===== src/stidl_pkg.sv =====
// stidl_pkg: shared types and constants of the slot table with id lookup
// holds the word structs, mode codes and the token that walks the cell row
// no dependencies
`default_nettype none

package stidl_pkg;

    localparam int MODE_W   = 3;
    localparam int SLOT_W   = 3;
    localparam int KEY_W    = 10;
    localparam int SID_W    = 16;
    localparam int OUT_ID_W = 16;
    localparam int SLOT_RANGE = 2 ** SLOT_W;

    localparam logic [KEY_W-1:0] KEY_LIMIT_RESET = KEY_W'(1000);
    localparam logic [KEY_W-1:0] MIN_INSERT_KEY  = KEY_W'(1);

    localparam logic [MODE_W-1:0] MODE_INSERT = 3'd0;
    localparam logic [MODE_W-1:0] MODE_MODIFY = 3'd1;
    localparam logic [MODE_W-1:0] MODE_REMOVE = 3'd2;
    localparam logic [MODE_W-1:0] MODE_FREE   = 3'd3;
    localparam logic [MODE_W-1:0] MODE_BYID   = 3'd4;

    // register indexes of the configuration port
    localparam logic REG_KEY_LIMIT = 1'b0;

    typedef struct packed {
        logic [MODE_W-1:0] mode;
        logic [SLOT_W-1:0] slot;
        logic [KEY_W-1:0]  key_in;
        logic [SID_W-1:0]  search_id;
    } t_in_word;

    typedef struct packed {
        logic              status;
        logic [SLOT_W-1:0] found_slot;
        logic [OUT_ID_W-1:0] assigned_id;
    } t_out_word;

    // command token handed from cell to cell
    typedef struct packed {
        logic [MODE_W-1:0] mode;
        logic [SLOT_W-1:0] slot;
        logic [KEY_W-1:0]  key;
        logic [SID_W-1:0]  sid;
        logic              done;
        logic              err;
        logic [SLOT_W-1:0] hit_slot;
    } t_tok;

endpackage

`default_nettype wire


===== src/stidl_cell.sv =====
// stidl_cell: one slot of the table, holding valid bit, key and id
// acts on the token passing by and hands it on through its own register; uses stidl_pkg
`default_nettype none

module stidl_cell #(
    parameter int IDX     = 0,
    parameter int ID_BITS = 16
) (
    input  wire                     i_clk,
    input  wire                     i_rst_n,
    input  wire                     i_adv,
    input  wire                     i_vld,
    input  stidl_pkg::t_tok         i_tok,
    input  wire [ID_BITS-1:0]       i_new_id,
    input  wire [ID_BITS-1:0]       i_res_id,
    output logic                    o_vld,
    output stidl_pkg::t_tok         o_tok,
    output logic [ID_BITS-1:0]      o_new_id,
    output logic [ID_BITS-1:0]      o_res_id
);

    localparam int CMP_W = (ID_BITS > stidl_pkg::SID_W) ? ID_BITS : stidl_pkg::SID_W;
    localparam logic [stidl_pkg::SLOT_W-1:0] MY_SLOT = stidl_pkg::SLOT_W'(IDX);
    localparam bit ADDRESSABLE = (IDX < stidl_pkg::SLOT_RANGE);

    logic                          r_valid;
    logic [stidl_pkg::KEY_W-1:0]   r_key;
    logic [ID_BITS-1:0]            r_id;
    logic                          r_vld;
    stidl_pkg::t_tok               r_tok;
    logic [ID_BITS-1:0]            r_new_id;
    logic [ID_BITS-1:0]            r_res_id;

    logic                          n_valid;
    logic [stidl_pkg::KEY_W-1:0]   n_key;
    logic [ID_BITS-1:0]            n_id;
    stidl_pkg::t_tok               n_tok;
    logic [ID_BITS-1:0]            n_res_id;
    logic                          w_here;
    logic                          w_id_eq;

    assign w_here  = ADDRESSABLE && (i_tok.slot == MY_SLOT);
    assign w_id_eq = (CMP_W'(r_id) == CMP_W'(i_tok.sid));

    always_comb begin
        n_valid  = r_valid;
        n_key    = r_key;
        n_id     = r_id;
        n_tok    = i_tok;
        n_res_id = i_res_id;
        if (i_vld && !i_tok.done) begin
            case (i_tok.mode)
                stidl_pkg::MODE_INSERT: begin
                    if (w_here) begin
                        n_tok.done = 1'b1;
                        if (r_valid) begin
                            n_tok.err = 1'b1;
                        end else begin
                            n_valid  = 1'b1;
                            n_key    = i_tok.key;
                            n_id     = i_new_id;
                            n_res_id = i_new_id;
                        end
                    end
                end
                stidl_pkg::MODE_MODIFY: begin
                    if (w_here) begin
                        n_tok.done = 1'b1;
                        if (!r_valid) begin
                            n_tok.err = 1'b1;
                        end else begin
                            n_key    = i_tok.key;
                            n_res_id = r_id;
                        end
                    end
                end
                stidl_pkg::MODE_REMOVE: begin
                    if (w_here) begin
                        n_tok.done = 1'b1;
                        if (!r_valid) begin
                            n_tok.err = 1'b1;
                        end else begin
                            n_valid  = 1'b0;
                            n_res_id = r_id;
                        end
                    end
                end
                stidl_pkg::MODE_FREE: begin
                    if (!r_valid) begin
                        n_tok.done     = 1'b1;
                        n_tok.hit_slot = MY_SLOT;
                    end
                end
                stidl_pkg::MODE_BYID: begin
                    if (r_valid && w_id_eq) begin
                        n_tok.done     = 1'b1;
                        n_tok.hit_slot = MY_SLOT;
                        n_res_id       = r_id;
                    end
                end
                default: begin
                    // bad modes are flagged before the row
                end
            endcase
        end
    end

    always_ff @(posedge i_clk) begin
        if (!i_rst_n) begin
            r_valid <= 1'b0;
            r_vld   <= 1'b0;
        end else if (i_adv) begin
            r_valid <= n_valid;
            r_vld   <= i_vld;
        end
    end

    always_ff @(posedge i_clk) begin
        if (i_adv) begin
            r_key    <= n_key;
            r_id     <= n_id;
            r_tok    <= n_tok;
            r_new_id <= i_new_id;
            r_res_id <= n_res_id;
        end
    end

    assign o_vld    = r_vld;
    assign o_tok    = r_tok;
    assign o_new_id = r_new_id;
    assign o_res_id = r_res_id;

endmodule

`default_nettype wire


===== src/slot_table_with_id_lookup.sv =====
// slot_table_with_id_lookup: top level of the slot table with id allocator
// holds the APB register, id counter, command entry and result register; uses
// stidl_pkg and a row of stidl_cell
`default_nettype none

// A table of ENTRIES slots, each held in one cell of a row. An accepted command
// word is checked for key range and mode, then walks the row one cell per cycle
// while the row is not frozen; the cell of the addressed slot (or the first cell
// that matches a search) resolves it. The result word passes the entry register,
// one register per cell and the result register. One command is in flight at a
// time and the input opens again as the result is loaded, so a new command is
// taken only once the last one has walked through the cell row. A finished result
// may wait in the output register while the next command is taken in; the row
// freezes only when the next result reaches its end while the old one still waits.
module slot_table_with_id_lookup #(
    parameter int ENTRIES = 8,
    parameter int ID_BITS = 16
) (
    input  wire                   i_clk,
    input  wire                   i_rst_n,
    input  wire                   i_in_valid,
    output logic                  o_in_ready,
    input  stidl_pkg::t_in_word   i_in_data,
    output logic                  o_out_valid,
    input  wire                   i_out_ready,
    output stidl_pkg::t_out_word  o_out_data,
    input  wire                   psel,
    input  wire                   penable,
    input  wire                   pwrite,
    input  wire [2:0]             paddr,
    input  wire [31:0]            pwdata,
    output logic [31:0]           prdata,
    output logic                  pready
);

    localparam int CMP_W = (ID_BITS > stidl_pkg::OUT_ID_W) ? ID_BITS : stidl_pkg::OUT_ID_W;

    logic [stidl_pkg::KEY_W-1:0] r_key_limit;
    logic [ID_BITS-1:0]          r_cnt;
    logic                        r_busy;
    logic                        r_vld0;
    stidl_pkg::t_tok             r_tok0;
    logic [ID_BITS-1:0]          r_new0;
    logic                        r_out_vld;
    stidl_pkg::t_out_word        r_out;

    stidl_pkg::t_tok             n_tok0;
    stidl_pkg::t_out_word        n_out;
    logic                        w_pre_err;
    logic                        w_accept;
    logic                        w_adv;
    logic                        w_last;
    logic                        w_ok;
    logic                        w_reg_wr;
    logic [CMP_W-1:0]            w_res_ext;

    logic                        w_vld    [ENTRIES+1];
    stidl_pkg::t_tok             w_tok    [ENTRIES+1];
    logic [ID_BITS-1:0]          w_new_id [ENTRIES+1];
    logic [ID_BITS-1:0]          w_res_id [ENTRIES+1];

    // register port
    assign pready   = 1'b1;
    assign w_reg_wr = psel && penable && pwrite && pready && (paddr[2] == stidl_pkg::REG_KEY_LIMIT);
    assign prdata   = (paddr[2] == stidl_pkg::REG_KEY_LIMIT) ? 32'(r_key_limit) : 32'd0;

    always_ff @(posedge i_clk) begin
        if (!i_rst_n) begin
            r_key_limit <= stidl_pkg::KEY_LIMIT_RESET;
        end else if (w_reg_wr) begin
            r_key_limit <= pwdata[stidl_pkg::KEY_W-1:0];
        end
    end

    // entry checks that need no slot state
    always_comb begin
        case (i_in_data.mode)
            stidl_pkg::MODE_INSERT: begin
                w_pre_err = (i_in_data.key_in < stidl_pkg::MIN_INSERT_KEY) ||
                            (i_in_data.key_in > r_key_limit);
            end
            stidl_pkg::MODE_MODIFY: begin
                w_pre_err = (i_in_data.key_in > r_key_limit);
            end
            stidl_pkg::MODE_REMOVE,
            stidl_pkg::MODE_FREE,
            stidl_pkg::MODE_BYID: begin
                w_pre_err = 1'b0;
            end
            default: begin
                w_pre_err = 1'b1;
            end
        endcase
        n_tok0.mode     = i_in_data.mode;
        n_tok0.slot     = i_in_data.slot;
        n_tok0.key      = i_in_data.key_in;
        n_tok0.sid      = i_in_data.search_id;
        n_tok0.done     = w_pre_err;
        n_tok0.err      = w_pre_err;
        n_tok0.hit_slot = '0;
    end

    assign o_in_ready = !r_busy;
    assign w_accept   = i_in_valid && o_in_ready;
    assign w_last     = w_vld[ENTRIES];
    // row holds while a finished word cannot leave
    assign w_adv      = !(w_last && r_out_vld && !i_out_ready);

    always_ff @(posedge i_clk) begin
        if (!i_rst_n) begin
            r_busy <= 1'b0;
            r_vld0 <= 1'b0;
        end else begin
            if (w_accept) begin
                r_busy <= 1'b1;
            end else if (w_adv && w_last) begin
                r_busy <= 1'b0;
            end
            if (w_accept) begin
                r_vld0 <= 1'b1;
            end else if (w_adv) begin
                r_vld0 <= 1'b0;
            end
        end
    end

    always_ff @(posedge i_clk) begin
        if (w_accept) begin
            r_tok0 <= n_tok0;
            r_new0 <= r_cnt + ID_BITS'(1);
        end
    end

    assign w_vld[0]    = r_vld0;
    assign w_tok[0]    = r_tok0;
    assign w_new_id[0] = r_new0;
    assign w_res_id[0] = '0;

    for (genvar g = 0; g < ENTRIES; g++) begin : g_cell
        stidl_cell #(
            .IDX     (g),
            .ID_BITS (ID_BITS)
        ) u_cell (
            .i_clk    (i_clk),
            .i_rst_n  (i_rst_n),
            .i_adv    (w_adv),
            .i_vld    (w_vld[g]),
            .i_tok    (w_tok[g]),
            .i_new_id (w_new_id[g]),
            .i_res_id (w_res_id[g]),
            .o_vld    (w_vld[g+1]),
            .o_tok    (w_tok[g+1]),
            .o_new_id (w_new_id[g+1]),
            .o_res_id (w_res_id[g+1])
        );
    end

    // result formatting at the end of the row; unresolved means error
    assign w_ok      = w_tok[ENTRIES].done && !w_tok[ENTRIES].err;
    assign w_res_ext = CMP_W'(w_res_id[ENTRIES]);

    always_comb begin
        n_out.status      = !w_ok;
        n_out.found_slot  = '0;
        n_out.assigned_id = '0;
        if (w_ok) begin
            if ((w_tok[ENTRIES].mode == stidl_pkg::MODE_FREE) ||
                (w_tok[ENTRIES].mode == stidl_pkg::MODE_BYID)) begin
                n_out.found_slot = w_tok[ENTRIES].hit_slot;
            end
            if (w_tok[ENTRIES].mode != stidl_pkg::MODE_FREE) begin
                n_out.assigned_id = w_res_ext[stidl_pkg::OUT_ID_W-1:0];
            end
        end
    end

    always_ff @(posedge i_clk) begin
        if (!i_rst_n) begin
            r_out_vld <= 1'b0;
            r_cnt     <= '0;
        end else begin
            if (w_adv && w_last) begin
                r_out_vld <= 1'b1;
                if (w_ok && (w_tok[ENTRIES].mode == stidl_pkg::MODE_INSERT)) begin
                    r_cnt <= w_new_id[ENTRIES];
                end
            end else if (i_out_ready) begin
                r_out_vld <= 1'b0;
            end
        end
    end

    always_ff @(posedge i_clk) begin
        if (w_adv && w_last) begin
            r_out <= n_out;
        end
    end

    assign o_out_valid = r_out_vld;
    assign o_out_data  = r_out;

endmodule

`default_nettype wire


===== config.mk =====
export PLATFORM = sky130hd
export DESIGN_NAME = slot_table_with_id_lookup
export DESIGN_NICKNAME = d
export VERILOG_FILES = /design/src/stidl_pkg.sv /design/src/stidl_cell.sv /design/src/slot_table_with_id_lookup.sv
export SDC_FILE = /design/constraint.sdc
export NUM_CORES = 1
export LEC_CHECK = 0
export BUFFER_PORTS_ARGS = -buffer_cell sky130_fd_sc_hd__buf_2
export CORE_UTILIZATION = 61
export DETAILED_ROUTE_END_ITERATION = 16
export PLACE_DENSITY_LB_ADDON = 0.25
export SETUP_SLACK_MARGIN = 0.15
export SLEW_MARGIN = 5
export SYNTH_ARGS = -nofsm -noshare
export SYNTH_HDL_FRONTEND = slang
export SYNTH_SLANG_ARGS = --single-unit

===== constraint.sdc =====
create_clock -name i_clk -period 19.2 [get_ports i_clk]
set_clock_uncertainty 0.2 [all_clocks]
set_input_delay 0.96 -clock i_clk [delete_from_list [all_inputs] [get_ports i_clk]]
set_output_delay 0.96 -clock i_clk [all_outputs]
set_load 0.01 [all_outputs]

==> results.json <==
{
  "status": "finished clean",
  "routedWlPerCell_microns": 21.6,
  "rrSetupSlack_ns": 15.12,
  "dpl.hpwl_microns": 43200,
  "synth_cells": 2075,
  "drc_errors": 0,
  "netlist.area_leader.share_pct": 66.1,
  "multi_input_area_sq_mm": 0.00830,
  "ys.flop_type": "edfxtp_1",
  "r2r_start": "o_out_valid",
  "cts_buffers": 68,
  "max_freq_ghz": 0.242,
  "dr.pass1.iters": 6,
  "crit_path_end": "g_cell[4].u_cell.o_new_id[6]",
  "setup.worst_path.end_class": "register",
  "max-slew-margin-rel_pct": 9.70,
  "path_buf_inv": 4,
  "yosysWarnings": 0,
  "gr-total-overflow": 0,
  "ff2ff_path_depth": 5,
  "hold_violations": 0,
  "ios": 129,
  "final_cell_mix": "edfxtp_1 (633), nand2_1 (215), a21oi_1 (182)",
  "tritoncts": "built",
  "routed_via_density": 6.05,
  "core_region_area_sq_mm": 0.0466,
  "grt_pass1_vias": 16715,
  "clk_pin_slew_ns": 0.06,
  "ir_worst_vdd_mv": 0.106,
  "worst_pin_slew_ns": 1.35,
  "rows": 79,
  "grt_max_degree": 195,
  "rsz0062_at_grt": "no",
  "cp_num_cells": 6,
  "powerDensity_mw_per_mm2": 96.4,
  "final_common_cell": "edfxtp_1",
  "cts_resized": 0,
  "ant_nets": 0,
  "cts-root-buf": "clkbuf_16",
  "fillers": 3058,
  "synth.area.top_cells": "edfxtp_1 (66%), a21oi_1 (3.2%), xnor2_1 (3.2%), dfxtp_1 (3.1%), nand2_1 (2.8%)",
  "path_class": "in2reg",
  "numPortBuffers": 81,
  "slew_violations": 0,
  "cts_hold_buf": 0,
  "cp.arrival_ns": 4.15,
  "die_h_microns": 219,
  "htree_levels": 3,
  "die_x_microns": 219,
  "nNetsFinal": 2233,
  "cp-startpoint": "i_out_ready",
  "initial_core_util_pct": 61.7,
  "crit_path_max_incr_delay_ns": 0.90,
  "maxCapViolations": 0,
  "clock_sinks": 678,
  "crit_required_ns": 19.22,
  "wirelength_microns": 60700,
  "clockBufferDepth": 3,
  "crit_slowest_cell": "buf_4",
  "dr_total_vias": 17000,
  "finalPower_w": 0.00307,
  "crit_chain": "buf_2 -> nor2b_1 -> and2_1 -> inv_8 -> buf_12 -> buf_4",
  "gp_congestion": 0.949,
  "synth_area_leader_cell": "edfxtp_1",
  "syn-cell-area_sq_mm": 0.0287,
  "hp-class": "reg2reg",
  "die_area_sq_mm": 0.0480,
  "drt_iter0_markers": 1583,
  "fin_crit_sh_pct": 21.5,
  "yosysUniqueCellTypes": 61,
  "finalSetupTns_ns": 0,
  "synth_seq_cells": 678,
  "async_reset_ff_share_pct": 0,
  "crit_path_max_fanout": 194,
  "post_cts_buffers": 0,
  "synth_enable_flop_cells": 633,
  "total_leakage_power_nw": 11.4,
  "grt_pass1_wl_microns": 93800,
  "ff_latch_area_sq_mm": 0.0199,
  "drive_gt1_share_pct": 13.5,
  "ys_seq_area_share_pct": 69.3,
  "startpoint_type": "primary input",
  "area_growth_pct": 10.9,
  "grtUsageTotal_pct": 25.8,
  "r2r_end": "g_cell[4].u_cell.o_new_id[6]",
  "setup_viol": 0,
  "avgSynthCellArea_sq_um": 13.8,
  "crit_family": "buffers and inverters",
  "insertion_delay_ns": 0.61,
  "antenna_found_initial": 4,
  "period_needed_ns": 4.13
}
[per-layer routing]
| layer | vias up | GRT usage (%) | routed length [microns] |
|---|---|---|---|
| met5 | - | 0 | 0 |
| met4 | 0 | 11.3 | 2470 |
| met3 | 154 | 4.37 | 3420 |
| met2 | 634 | 46.7 | 31900 |
| met1 | 8245 | 30.0 | 22900 |
| li1 | 7967 | - | - |
[power by group]
part           leakage (nW)  internal (W)  switching, W
combinational          3.19     0.0000311     0.0000449
clock                  1.07      0.000770      0.000543
sequential             7.12       0.00165     0.0000373
total                  11.4       0.00245      0.000625
[stage by stage]
| step | area (sq um) | worst slack (ns) | util [%] | hold WS (ns) | std cells |
|---|---|---|---|---|---|
| CTS | 31900 | 15.11 | 68.5 | 0.245 | 2811 |
| global route | 31900 | 14.82 | 68.5 | 0.255 | 2811 |
| finish | 31900 | 15.07 | 68.5 | 0.243 | 2812 |
| detailed placement | 29700 | 14.46 | 63.7 | 0.232 | 2685 |
| floorplan | 28800 | 2.88 | - | 0.217 | 2096 |
| global placement | 29700 | 14.51 | 63.7 | 0.228 | 2685 |
[cell usage after synthesis, types with 3 or more instances]
cell type and instances:
edfxtp_1 633, nand2_1 215, a21oi_1 182, xnor2_1 104
clkbuf_1 93, o21ai_0 74, nor2_1 69, mux2_2 65
xor2_1 51, o2bb2ai_1 49, dfxtp_1 45, mux2i_1 35
nor2b_1 35, and2_1 34, a221oi_1 33, a2bb2oi_1 32
nand4_1 32, nand3_1 31, buf_4 24, nor3_1 21
inv_1 20, nor4_1 18, a22o_1 16, nand2b_1 14
a21boi_0 13, ha_1 11, o211ai_1 11, a221o_1 10
a21o_1 8, o21bai_1 8, o21ai_1 7, a221o_2 6
or2_2 6, or3_1 6, a31o_2 5, a31oi_1 5
buf_1 5, nand3b_1 5, o21a_1 4, or4_1 4
and3_1 3, nand4b_1 3, nor3b_1 3
[logic make-up (layout without fill, tap and decap cells)]
kind of cell	Yosys count	count (layout)	synth area share (%)
flops	678	678	69.3
buf+inv	146	254	2.26
fa+ha+maj	13	13	0.549
mux	100	100	3.77
other cells	2	24	0.0261
compound gates	474	474	10.9
xor+xnor	155	155	4.72
simple gates	507	507	8.49
[layout make-up]
class / count / share of cell area (%)
sequential: 678 / 62.5
multi-input combinational: 1272 / 26.0
clock buffer: 89 / 5.75
tap: 607 / 2.38
timing repair buffer: 107 / 1.92
clock inverter: 37 / 1.16
inverter: 21 / 0.271
antenna: 1 / 0.00785
[worst min-delay path by stage]
stage          depth (start not counted)                    endpoint                       start
2_1_floorplan                          0  g_cell[3].u_cell.o_tok[33]  g_cell[2].u_cell.o_tok[33]
3_3_place_gp                           0  g_cell[6].u_cell.o_tok[31]  g_cell[5].u_cell.o_tok[31]
3_5_place_dp                           0  g_cell[6].u_cell.o_tok[33]  g_cell[5].u_cell.o_tok[33]
4_1_cts                                0  g_cell[3].u_cell.o_tok[33]  g_cell[2].u_cell.o_tok[33]
5_1_grt                                0  g_cell[3].u_cell.o_tok[33]  g_cell[2].u_cell.o_tok[33]
6_report                               0  g_cell[3].u_cell.o_tok[33]  g_cell[2].u_cell.o_tok[33]
[sequential cells by signal (all words and copies together), names as in the netlist]
register	flops
o_out_data	20
r_busy	1
r_new0	16
g_cell.u_cell.o_vld	8
g_cell.u_cell.o_res_id	128
r_vld0	1
g_cell.u_cell.r_id	128
g_cell.u_cell.o_tok	190
r_cnt	16
o_out_valid	1
g_cell.u_cell.r_valid	8
r_tok0	23
r_key_limit	10
g_cell.u_cell.o_new_id	128
(Power assumes the default switching activity.)
